--- src/hw/rtl/vpz_pkg.sv ---
// Shared types, codes and arithmetic helpers for the viewport pan and zoom controller.
`timescale 1ns / 1ps
`default_nettype none
package vpz_pkg;

    localparam int unsigned DIV_BITS = 30;
    localparam int unsigned DIV_CNT_W = 5;
    localparam logic [15:0] WINDOW_SCALE_DEFAULT = 16'd4096;
    localparam logic [15:0] DESKTOP_SCALE_DEFAULT = 16'd4096;
    localparam logic [13:0] SIDE_MAX = 14'd16383;

    localparam logic [3:0] CMD_REFRESH   = 4'd0;
    localparam logic [3:0] CMD_UP        = 4'd1;
    localparam logic [3:0] CMD_DOWN      = 4'd2;
    localparam logic [3:0] CMD_LEFT      = 4'd3;
    localparam logic [3:0] CMD_RIGHT     = 4'd4;
    localparam logic [3:0] CMD_ZOOM_IN   = 4'd5;
    localparam logic [3:0] CMD_ZOOM_OUT  = 4'd6;
    localparam logic [3:0] CMD_RST_SCALE = 4'd7;
    localparam logic [3:0] CMD_RST_POS   = 4'd8;
    localparam logic [3:0] CMD_TOGGLE    = 4'd9;
    localparam logic [3:0] CMD_NEW       = 4'd10;

    localparam logic [2:0] REG_SCREEN_W = 3'd0;
    localparam logic [2:0] REG_SCREEN_H = 3'd1;
    localparam logic [2:0] REG_CLIENT_W = 3'd2;
    localparam logic [2:0] REG_CLIENT_H = 3'd3;
    localparam logic [2:0] REG_STEP_PX  = 3'd4;
    localparam logic [2:0] REG_ZOOM_FAC = 3'd5;
    localparam logic [2:0] REG_SCALE_MIN = 3'd6;
    localparam logic [2:0] REG_SCALE_MAX = 3'd7;

    typedef struct packed {
        logic        start;
        logic [27:0] num;
        logic [15:0] den;
    } div_req_t;

    typedef struct packed {
        logic                busy;
        logic                done;
        logic [DIV_BITS-1:0] quot;
    } div_rsp_t;

    function automatic logic signed [15:0] sat16(input logic signed [31:0] v);
        logic signed [15:0] r;
        if (v > 32'sd32767)
            r = 16'sh7fff;
        else if (v < -32'sd32768)
            r = 16'sh8000;
        else
            r = v[15:0];
        return r;
    endfunction

    function automatic logic [13:0] sat14(input logic [DIV_BITS-1:0] v);
        logic [13:0] r;
        if (v > {{(DIV_BITS-14){1'b0}}, SIDE_MAX})
            r = SIDE_MAX;
        else
            r = v[13:0];
        return r;
    endfunction

    // centre an oversize frame, otherwise clamp the coordinate into the screen
    function automatic logic signed [15:0] normalise(input logic signed [15:0] c,
                                                     input logic [13:0] frame,
                                                     input logic [13:0] scr);
        logic [13:0] diff;
        logic signed [15:0] r;
        diff = frame - scr;
        if (frame > scr)
            r = 16'sd0 - $signed({3'b000, diff[13:1]});
        else if (c < 16'sd0)
            r = 16'sd0;
        else if (c > $signed({2'b00, scr - frame}))
            r = $signed({2'b00, scr - frame});
        else
            r = c;
        return r;
    endfunction

    // shift by half the difference of old and new side, truncated toward zero
    function automatic logic signed [15:0] recentre(input logic signed [15:0] p,
                                                    input logic [DIV_BITS-1:0] old_s,
                                                    input logic [DIV_BITS-1:0] new_s);
        logic signed [31:0] diff;
        logic signed [31:0] half;
        diff = $signed({2'b00, old_s}) - $signed({2'b00, new_s});
        half = (diff + $signed({31'd0, diff[31]})) >>> 1;
        return sat16($signed({{16{p[15]}}, p}) + half);
    endfunction

    function automatic logic signed [15:0] place(input logic signed [15:0] wpos,
                                                 input logic [13:0] wside,
                                                 input logic [13:0] fside);
        logic [13:0] diff;
        logic signed [15:0] r;
        diff = fside - wside;
        if (wside >= fside)
            r = wpos;
        else
            r = sat16($signed({{16{wpos[15]}}, wpos}) - $signed({19'd0, diff[13:1]}));
        return r;
    endfunction

endpackage
`default_nettype wire

--- src/hw/rtl/viewport_pan_zoom_controller.sv ---
// Top level: command sequencer, state registers and configuration of the viewport controller.
//
//  channel | direction | handshake            | payload
//  --------+-----------+----------------------+-----------------------------------------
//  cfg     | in        | cfg_valid/cfg_ready  | cfg_index, cfg_data
//  in      | in        | in_valid/in_ready    | command, win_left/top, win_width/height
//  out     | out       | out_valid/out_ready  | frame_x/y, frame_w/h, cur_scale, tracking_on
//
// Moves, toggle, reset scale and unused codes offer the result beat straight from idle; reset
// position passes through the placing state ST_RPOS. Quotients come from the shared 30-bit divider:
// a refresh needs two (three with the critical scale), a new context likewise, a zoom in four
// (none if refused) and a zoom out five (two or three if refused).
// Reset: all state and configuration registers load their documented defaults at once.
// Stalls: in_ready is low from acceptance until the result beat is taken; cfg is always ready.
`timescale 1ns / 1ps
`default_nettype none
module viewport_pan_zoom_controller (
    input  wire logic               clk,
    input  wire logic               rst_n,
    input  wire logic               cfg_valid,
    output logic                    cfg_ready,
    input  wire logic [2:0]         cfg_index,
    input  wire logic [15:0]        cfg_data,
    input  wire logic               in_valid,
    output logic                    in_ready,
    input  wire logic [3:0]         command,
    input  wire logic signed [15:0] win_left,
    input  wire logic signed [15:0] win_top,
    input  wire logic [13:0]        win_width,
    input  wire logic [13:0]        win_height,
    output logic                    out_valid,
    input  wire logic               out_ready,
    output logic signed [15:0]      frame_x,
    output logic signed [15:0]      frame_y,
    output logic [13:0]             frame_w,
    output logic [13:0]             frame_h,
    output logic [15:0]             cur_scale,
    output logic                    tracking_on
);
    import vpz_pkg::*;

    typedef enum logic [13:0] {
        ST_IDLE   = 14'b00000000000001,
        ST_START  = 14'b00000000000010,
        ST_DIV    = 14'b00000000000100,
        ST_CMP_A  = 14'b00000000001000,
        ST_CMP_B  = 14'b00000000010000,
        ST_CRIT   = 14'b00000000100000,
        ST_NORM   = 14'b00000001000000,
        ST_RPOS   = 14'b00000010000000,
        ST_ZI_MUL = 14'b00000100000000,
        ST_ZI_RND = 14'b00001000000000,
        ST_ZS_CHK = 14'b00010000000000,
        ST_ZO_CHK = 14'b00100000000000,
        ST_RC     = 14'b01000000000000,
        ST_DONE   = 14'b10000000000000
    } state_t;

    typedef enum logic [2:0] {
        J_PW, J_PH, J_NS, J_NW, J_NH, J_CRIT
    } job_t;

    // configuration
    logic [13:0] screen_w_reg, screen_h_reg, client_w_reg, client_h_reg;
    logic [11:0] step_px_reg;
    logic [15:0] zoom_factor_reg, scale_min_reg, scale_max_reg;

    // architectural state
    logic [15:0]        scale_reg;
    logic signed [15:0] pos_x_reg, pos_y_reg;
    logic [13:0]        size_w_reg, size_h_reg;
    logic               track_reg;

    // sequencer and working registers
    state_t              state_reg;
    job_t                job_reg;
    logic [3:0]          cmd_reg;
    logic signed [15:0]  wl_reg, wt_reg;
    logic [13:0]         ww_reg, wh_reg;
    logic [DIV_BITS-1:0] side_a_reg, side_b_reg, new_a_reg, new_b_reg, ns_reg;
    logic [31:0]         mul_reg;
    logic [27:0]         a_reg, crit_num_reg;
    logic [13:0]         crit_den_reg;
    logic                crit_sel_reg;

    div_req_t dreq;
    div_rsp_t drsp;
    logic [15:0] mul_a, mul_b;
    logic        ns_bad;
    logic [13:0] sat_w, sat_h;

    vpz_div u_div (
        .clk   (clk),
        .rst_n (rst_n),
        .req   (dreq),
        .rsp   (drsp)
    );

    assign cfg_ready = 1'b1;
    assign in_ready  = (state_reg == ST_IDLE);
    assign out_valid = (state_reg == ST_DONE);

    // the state registers themselves are the result beat: they hold while it waits
    assign frame_x     = pos_x_reg;
    assign frame_y     = pos_y_reg;
    assign frame_w     = size_w_reg;
    assign frame_h     = size_h_reg;
    assign cur_scale   = scale_reg;
    assign tracking_on = track_reg;

    // divider operands follow the job in hand
    always_comb
    begin
        dreq.start = (state_reg == ST_START);
        dreq.num   = {client_w_reg, 12'd0};
        dreq.den   = scale_reg;
        case (job_reg)
            J_PW:
            begin
                dreq.num = {client_w_reg, 12'd0};
                dreq.den = scale_reg;
            end
            J_PH:
            begin
                dreq.num = {client_h_reg, 12'd0};
                dreq.den = scale_reg;
            end
            J_NS:
            begin
                dreq.num = {scale_reg, 12'd0};
                dreq.den = zoom_factor_reg;
            end
            J_NW:
            begin
                dreq.num = {client_w_reg, 12'd0};
                dreq.den = ns_reg[15:0];
            end
            J_NH:
            begin
                dreq.num = {client_h_reg, 12'd0};
                dreq.den = ns_reg[15:0];
            end
            J_CRIT:
            begin
                dreq.num = crit_num_reg;
                dreq.den = {2'b00, crit_den_reg};
            end
            default:
            begin
                dreq.num = {client_w_reg, 12'd0};
                dreq.den = scale_reg;
            end
        endcase
    end

    // one multiplier, shared by the zoom-in product and the aspect comparison
    always_comb
    begin
        case (state_reg)
            ST_ZI_MUL:
            begin
                mul_a = scale_reg;
                mul_b = zoom_factor_reg;
            end
            ST_CMP_A:
            begin
                mul_a = {2'b00, client_w_reg};
                mul_b = {2'b00, screen_h_reg};
            end
            default:
            begin
                mul_a = {2'b00, client_h_reg};
                mul_b = {2'b00, screen_w_reg};
            end
        endcase
    end

    assign ns_bad = (ns_reg == '0) || (ns_reg > DIV_BITS'(16'hffff)) ||
                    ((cmd_reg == CMD_ZOOM_IN) ? (ns_reg > DIV_BITS'(scale_max_reg))
                                              : (ns_reg < DIV_BITS'(scale_min_reg)));
    assign sat_w = sat14(side_a_reg);
    assign sat_h = sat14(side_b_reg);

    always_ff @(posedge clk or negedge rst_n)
    begin
        if (!rst_n)
        begin
            screen_w_reg    <= 14'd1920;
            screen_h_reg    <= 14'd1080;
            client_w_reg    <= 14'd1920;
            client_h_reg    <= 14'd1080;
            step_px_reg     <= 12'd50;
            zoom_factor_reg <= 16'd5120;
            scale_min_reg   <= 16'd4096;
            scale_max_reg   <= 16'd32768;
        end
        else if (cfg_valid && cfg_ready)
        begin
            case (cfg_index)
                REG_SCREEN_W:  screen_w_reg    <= cfg_data[13:0];
                REG_SCREEN_H:  screen_h_reg    <= cfg_data[13:0];
                REG_CLIENT_W:  client_w_reg    <= cfg_data[13:0];
                REG_CLIENT_H:  client_h_reg    <= cfg_data[13:0];
                REG_STEP_PX:   step_px_reg     <= cfg_data[11:0];
                REG_ZOOM_FAC:  zoom_factor_reg <= cfg_data;
                REG_SCALE_MIN: scale_min_reg   <= cfg_data;
                REG_SCALE_MAX: scale_max_reg   <= cfg_data;
                default:       scale_max_reg   <= scale_max_reg;
            endcase
        end
    end

    always_ff @(posedge clk or negedge rst_n)
    begin
        if (!rst_n)
        begin
            state_reg  <= ST_IDLE;
            job_reg    <= J_PW;
            scale_reg  <= DESKTOP_SCALE_DEFAULT;
            pos_x_reg  <= '0;
            pos_y_reg  <= '0;
            size_w_reg <= '0;
            size_h_reg <= '0;
            track_reg  <= 1'b0;
        end
        else
        begin
            case (state_reg)
                ST_IDLE:
                begin
                    if (in_valid)
                    begin
                        state_reg <= ST_DONE;
                        case (command)
                            CMD_REFRESH:
                            begin
                                job_reg   <= J_PW;
                                state_reg <= ST_START;
                            end
                            CMD_UP:
                                pos_y_reg <= sat16(32'(pos_y_reg) - $signed({20'd0, step_px_reg}));
                            CMD_DOWN:
                                pos_y_reg <= sat16(32'(pos_y_reg) + $signed({20'd0, step_px_reg}));
                            CMD_LEFT:
                                pos_x_reg <= sat16(32'(pos_x_reg) - $signed({20'd0, step_px_reg}));
                            CMD_RIGHT:
                                pos_x_reg <= sat16(32'(pos_x_reg) + $signed({20'd0, step_px_reg}));
                            CMD_ZOOM_IN:
                                state_reg <= ST_ZI_MUL;
                            CMD_ZOOM_OUT:
                            begin
                                job_reg   <= J_PW;
                                state_reg <= ST_START;
                            end
                            CMD_RST_SCALE:
                                scale_reg <= track_reg ? WINDOW_SCALE_DEFAULT
                                                       : DESKTOP_SCALE_DEFAULT;
                            CMD_RST_POS:
                                state_reg <= ST_RPOS;
                            CMD_TOGGLE:
                                track_reg <= ~track_reg;
                            CMD_NEW:
                            begin
                                // reset the scale first; the refresh divides by it next
                                scale_reg <= track_reg ? WINDOW_SCALE_DEFAULT
                                                       : DESKTOP_SCALE_DEFAULT;
                                job_reg   <= J_PW;
                                state_reg <= ST_START;
                            end
                            default:
                                state_reg <= ST_DONE;
                        endcase
                    end
                end
                ST_START:
                    state_reg <= ST_DIV;
                ST_DIV:
                begin
                    if (drsp.done)
                    begin
                        case (job_reg)
                            J_PW:
                            begin
                                job_reg   <= J_PH;
                                state_reg <= ST_START;
                            end
                            J_PH:
                            begin
                                if (cmd_reg == CMD_ZOOM_OUT)
                                    state_reg <= ST_ZO_CHK;
                                else if (cmd_reg == CMD_ZOOM_IN)
                                begin
                                    job_reg   <= J_NW;
                                    state_reg <= ST_START;
                                end
                                else if (side_a_reg > DIV_BITS'(screen_w_reg) &&
                                         drsp.quot > DIV_BITS'(screen_h_reg))
                                    state_reg <= ST_CMP_A;
                                else
                                    state_reg <= ST_NORM;
                            end
                            J_NS:
                                state_reg <= ST_ZS_CHK;
                            J_NW:
                            begin
                                job_reg   <= J_NH;
                                state_reg <= ST_START;
                            end
                            J_NH:
                                state_reg <= ST_RC;
                            default:
                                state_reg <= ST_NORM;
                        endcase
                    end
                end
                ST_CMP_A:
                    state_reg <= ST_CMP_B;
                ST_CMP_B:
                    state_reg <= ST_CRIT;
                ST_CRIT:
                begin
                    job_reg   <= J_CRIT;
                    state_reg <= ST_START;
                end
                ST_NORM:
                begin
                    size_w_reg <= sat_w;
                    size_h_reg <= sat_h;
                    pos_x_reg  <= normalise(pos_x_reg, sat_w, screen_w_reg);
                    pos_y_reg  <= normalise(pos_y_reg, sat_h, screen_h_reg);
                    state_reg  <= (cmd_reg == CMD_NEW) ? ST_RPOS : ST_DONE;
                end
                ST_RPOS:
                begin
                    pos_x_reg <= place(wl_reg, ww_reg, size_w_reg);
                    pos_y_reg <= place(wt_reg, wh_reg, size_h_reg);
                    state_reg <= ST_DONE;
                end
                ST_ZI_MUL:
                    state_reg <= ST_ZI_RND;
                ST_ZI_RND:
                    state_reg <= ST_ZS_CHK;
                ST_ZS_CHK:
                begin
                    if (ns_bad)
                        state_reg <= ST_DONE;
                    else
                    begin
                        job_reg   <= (cmd_reg == CMD_ZOOM_IN) ? J_PW : J_NW;
                        state_reg <= ST_START;
                    end
                end
                ST_ZO_CHK:
                begin
                    // zoom out only while the frame is narrower or lower than the screen
                    if (!(side_a_reg < DIV_BITS'(screen_w_reg) ||
                          side_b_reg < DIV_BITS'(screen_h_reg)) ||
                        zoom_factor_reg == 16'd0)
                        state_reg <= ST_DONE;
                    else
                    begin
                        job_reg   <= J_NS;
                        state_reg <= ST_START;
                    end
                end
                ST_RC:
                begin
                    pos_x_reg <= recentre(pos_x_reg, side_a_reg, new_a_reg);
                    pos_y_reg <= recentre(pos_y_reg, side_b_reg, new_b_reg);
                    scale_reg <= ns_reg[15:0];
                    state_reg <= ST_DONE;
                end
                ST_DONE:
                begin
                    if (out_ready)
                        state_reg <= ST_IDLE;
                end
                default:
                    state_reg <= ST_IDLE;
            endcase
        end
    end

    // working registers: no reset needed
    always_ff @(posedge clk)
    begin
        if (state_reg == ST_IDLE && in_valid)
        begin
            cmd_reg <= command;
            wl_reg  <= win_left;
            wt_reg  <= win_top;
            ww_reg  <= win_width;
            wh_reg  <= win_height;
        end
        if (state_reg == ST_ZI_MUL || state_reg == ST_CMP_A || state_reg == ST_CMP_B)
            mul_reg <= mul_a * mul_b;
        if (state_reg == ST_CMP_B)
            a_reg <= mul_reg[27:0];
        if (state_reg == ST_ZI_RND)
            ns_reg <= DIV_BITS'((mul_reg + 32'd2048) >> 12);
        if (state_reg == ST_CRIT)
        begin
            // limiting axis takes the screen side, the other is rounded from the ratio
            if (a_reg <= mul_reg[27:0])
            begin
                side_a_reg   <= DIV_BITS'(screen_w_reg);
                crit_num_reg <= mul_reg[27:0];
                crit_den_reg <= client_w_reg;
                crit_sel_reg <= 1'b1;
            end
            else
            begin
                side_b_reg   <= DIV_BITS'(screen_h_reg);
                crit_num_reg <= a_reg;
                crit_den_reg <= client_h_reg;
                crit_sel_reg <= 1'b0;
            end
        end
        if (state_reg == ST_DIV && drsp.done)
        begin
            case (job_reg)
                J_PW: side_a_reg <= drsp.quot;
                J_PH: side_b_reg <= drsp.quot;
                J_NS: ns_reg     <= drsp.quot;
                J_NW: new_a_reg  <= drsp.quot;
                J_NH: new_b_reg  <= drsp.quot;
                J_CRIT:
                begin
                    if (crit_sel_reg)
                        side_b_reg <= drsp.quot;
                    else
                        side_a_reg <= drsp.quot;
                end
                default: ns_reg <= ns_reg;
            endcase
        end
    end

`ifndef SYNTHESIS
    a_one_beat: assert property (@(posedge clk) disable iff (!rst_n)
        (in_valid && in_ready) |=> !in_ready)
        else $error("input taken while a command was in progress");
    a_scale_nonzero: assert property (@(posedge clk) disable iff (!rst_n)
        cur_scale != 16'd0)
        else $error("scale reached zero");
    a_div_quiet_out: assert property (@(posedge clk) disable iff (!rst_n)
        out_valid |-> !drsp.busy)
        else $error("divider still busy while result offered");
    a_start_idle_div: assert property (@(posedge clk) disable iff (!rst_n)
        dreq.start |-> !drsp.busy)
        else $error("divider restarted while busy");
`endif

endmodule
`default_nettype wire

--- src/hw/rtl/vpz_div.sv ---
// Shared restoring divider, one quotient bit a cycle, rounding to nearest.
`timescale 1ns / 1ps
`default_nettype none
module vpz_div (
    input  wire logic              clk,
    input  wire logic              rst_n,
    input  wire vpz_pkg::div_req_t req,
    output vpz_pkg::div_rsp_t      rsp
);
    import vpz_pkg::*;

    logic [DIV_BITS-1:0]  num_reg;
    logic [16:0]          den_reg;
    logic [16:0]          rem_reg;
    logic [DIV_CNT_W-1:0] cnt_reg;
    logic                 busy_reg;
    logic                 done_reg;
    logic                 zero_reg;
    logic [17:0]          shifted;
    logic                 ge;

    assign shifted = {rem_reg, num_reg[DIV_BITS-1]};
    assign ge      = shifted >= {1'b0, den_reg};

    always_ff @(posedge clk or negedge rst_n)
    begin
        if (!rst_n)
        begin
            busy_reg <= 1'b0;
            done_reg <= 1'b0;
            cnt_reg  <= '0;
        end
        else
        begin
            done_reg <= 1'b0;
            if (req.start)
            begin
                busy_reg <= 1'b1;
                cnt_reg  <= '0;
            end
            else if (busy_reg)
            begin
                cnt_reg <= cnt_reg + 1'b1;
                if (cnt_reg == DIV_CNT_W'(DIV_BITS - 1))
                begin
                    busy_reg <= 1'b0;
                    done_reg <= 1'b1;
                end
            end
        end
    end

    // dividend 2n+d over divisor 2d gives the rounded quotient
    always_ff @(posedge clk)
    begin
        if (req.start)
        begin
            num_reg  <= {1'b0, req.num, 1'b0} + {{(DIV_BITS-16){1'b0}}, req.den};
            den_reg  <= {req.den, 1'b0};
            rem_reg  <= '0;
            zero_reg <= (req.den == 16'd0);
        end
        else if (busy_reg)
        begin
            rem_reg <= ge ? 17'(shifted - {1'b0, den_reg}) : shifted[16:0];
            num_reg <= {num_reg[DIV_BITS-2:0], ge};
        end
    end

    assign rsp.busy = busy_reg;
    assign rsp.done = done_reg;
    assign rsp.quot = zero_reg ? '0 : num_reg;

endmodule
`default_nettype wire

--- config.mk ---
export PLATFORM = sky130hd
export DESIGN_NAME = viewport_pan_zoom_controller
export DESIGN_NICKNAME = d
export VERILOG_FILES = /design/src/hw/rtl/vpz_pkg.sv /design/src/hw/rtl/viewport_pan_zoom_controller.sv /design/src/hw/rtl/vpz_div.sv
export SDC_FILE = /design/constraint.sdc
export NUM_CORES = 2
export LEC_CHECK = 0
export ABC_AREA = 1
export CAP_MARGIN = 10
export CORE_UTILIZATION = 31
export CTS_CLUSTER_SIZE = 25
export DETAILED_ROUTE_END_ITERATION = 16
export DONT_BUFFER_PORTS = 1
export SKIP_LAST_GASP = 1
export SLEW_MARGIN = 20
export SYNTH_ARGS = -nofsm -noshare
export SYNTH_HDL_FRONTEND = slang
export SYNTH_SLANG_ARGS = --single-unit
--- constraint.sdc ---
create_clock -name clk -period 9.3 [get_ports clk]
set_input_delay 0.465 -clock clk [delete_from_list [all_inputs] [get_ports clk]]
set_output_delay 0.465 -clock clk [all_outputs]
set_load 0.1 [all_outputs]
==> impl_metrics.ini <==
[clock_tree]
cts.sinks = 598
htreeDepth = 3
clock_latency_ns = 0.73
cts_tree = yes
cts.clk_slew.worst_paths_ns = 0.06
cts-root-buf = clkbuf_16
cts_resized = 0
cts_inserted_buffers = 75
cts_buffer_depth = 3

[synthesis]
ys_warn_count = 0
netlist_instances = 8285
synth_top_area_share_pct = 15.41
synth-seq-area-share_pct = 27.23
avgSynthCellArea_um2 = 7.150
async_flop_share_pct = 36.29
synth_nets = 9137
ys_seq_elements = 598
synth_area_leader_cell = edfxtp_1
synth_edf_count = 304
ys.flop_type = edfxtp_1
ys_types = 83
yosys-top-cells-area = edfxtp_1 (15%), nand2_1 (13%), ha_1 (12%)
synth_area_um2 = 59240

[global_route]
gr-usage-all-layers_pct = 22.56
grt_pass1_wl_um = 331700
grt_antenna_before_repair = 11
grt_pass1_vias = 53470
grt_max_degree = 218
grt_overflow_total = 0

[timing]
rsz0062_at_grt = no
finalCriticalPeriod_ns = 8.702
finClkSkew_ns = 0.05834
setup_viol = 0
drv_slew = 0
hold_violations = 0
fin_crit_sh_pct = 93.56
final.setup.tns_ns = 0
whs_ns = 0.08576
fin_ws_ns = 0.5985
tightest_slew_ns = 1.082
max_slew_margin_pct = 27.68
max_freq_mhz = 114.9

[place]
dp.cells = 10730
dp_hpwl_um = 182500
io_buffers = 0
pre_cts_slack_ns = 0.6809
place_congestion = 0.9998

[critical_path]
path_max_fanout = 18
critPathLaunchType = flop
cp-end-kind = flop
reg2reg_from = state_reg[0]
critPathArrivalTime_ns = 9.16
slowest_stage = dfstp_2
max_stage_delay_ns = 0.55
path_common_cell = inv_1
required_ns = 9.76
cp-startpoint = state_reg[0]
crit_type = reg2reg

[final_layout]
post-route-util_pct = 34.75
final_layout_size_suffix_gt1_share_pct = 5.156
area_delta_synth_final_pct = 11.43
largest_reg_flops = 32
finalNetCount = 9227
final_common_cell = nand2_1
instances_no_fill = 10950
final_cell_mix = nand2_1 (2100), inv_1 (1420), nor2_1 (728), ha_1 (552), o21ai_0 (546)

[outcome]
status = complete, no violations

[floorplan]
start_util_pct = 31.18
die_area_um2 = 192800
rows = 160
die_h_um = 439.1
core_area_um2 = 190000
ioPinCount = 168
die-width_um = 439.1

[route]
postRouteAntennaNets = 0
num_vias = 56140
vias_per_cell = 5.125
wire_per_inst_um = 20.33
drtPass1Iterations = 8
routed_wl_um = 222700
drc = 0
drt_iter0_markers = 4904

[power_and_ir_drop]
worst_ir_drop_vdd_v = 0.0002499
power_density_nw_per_um2 = 283.9
leakage_nw = 32.85

[hold_path]
hp-start = cfg_data[12]
hold_class = in2reg

[run]
maxCapViolCount = 0
cell usage after synthesis, drive strengths merged (37+ instances only):
library cell     n
fa             212
xnor2           74
nor3            96
nand3          417
nand2         2119
a21oi          438
dfrtp          192
inv           1450
nor2           768
o21ai          596
buf             64
xor2           228
edfxtp         304
dfxtp           77
ha             552
nand4          129
o211ai          53
clkbuf         112
o22ai           37
worst max-delay path: cells and delay by family, from the launching register on:
kind,cells,cell delay (ns)
AND/OR/NAND/NOR,7,1.20
flip-flops,1,0.55
XOR/XNOR,1,0.16
adder cells (fa/ha/maj),7,3.37
AO/OA/AOI/OAI,8,1.60
buffers and inverters,11,1.54
per-layer routing:
metal	global-route usage (%)	up-vias	routed length, µm
met1	27.92	26740	91100
met5	0	-	23
met4	11.24	4	12490
met3	3.530	436	14770
li1	-	27010	-
met2	37.92	1958	104300
area by class of cell:
| cell class | instances | area (µm²) |
|---|---|---|
| Multi-Input combinational cell | 6054 | 36920 |
| Timing Repair Buffer | 189 | 1694 |
| Inverter | 1457 | 5470 |
| Fill cell | 20070 | 124000 |
| Clock buffer | 96 | 2047 |
| Clock inverter | 43 | 591.8 |
| Tap cell | 2511 | 3142 |
| Antenna cell | 6 | 15.01 |
| Sequential cell | 598 | 16140 |
report_power, final:
group,switching [mW],internal [mW]
combinational,7.91,3.65
sequential,0.518,3.47
clock,1.32,1.86
logic make-up (layout without fill, tap and decap cells):
group / count (synthesis) / in the layout / synth area share [%]
xor gates and xnor gates: 302 / 302 / 4.528
and+or+nand+nor: 3635 / 3635 / 25.80
AOI/OAI and AO/OA: 1352 / 1352 / 13.05
buffers and inverters: 1633 / 1785 / 10.56
adders and majority gates: 764 / 764 / 18.82
other: 1 / 7 / 0.006330
DFF: 598 / 598 / 27.23
metrics by stage:
stage	total power, mW	instance area [µm²]
final	18.74	66010
after global routing	20.18	66000
after CTS	18.73	65940
after detailed placement	15.41	62470
after global placement	15.31	62460
after floorplan	12.07	59240
final timing paths:
path | endpoint | slack, ns | cells past startpoint
max | mul_reg[27] | 0.60 | 34
min reg2reg | a_reg[9] | 0.44 | 0
max in group asynchronous | scale_max_reg[5] | 7.71 | 3
min | screen_h_reg[12] | 0.09 | 2
max reg2reg | mul_reg[27] | 0.60 | 34
min in group asynchronous | frame_y[7] | 0.39 | 2
repair_timing:
| action | CTS | global route |
|---|---|---|
| hold endpoints to repair | 301 | 0 |
| setup buffers | 0 | 0 |
| hold buffers | 82 | 0 |
| endpoints found under the setup margin | 0 | 0 |
Note: power is estimated with default switching activity, not from simulation.
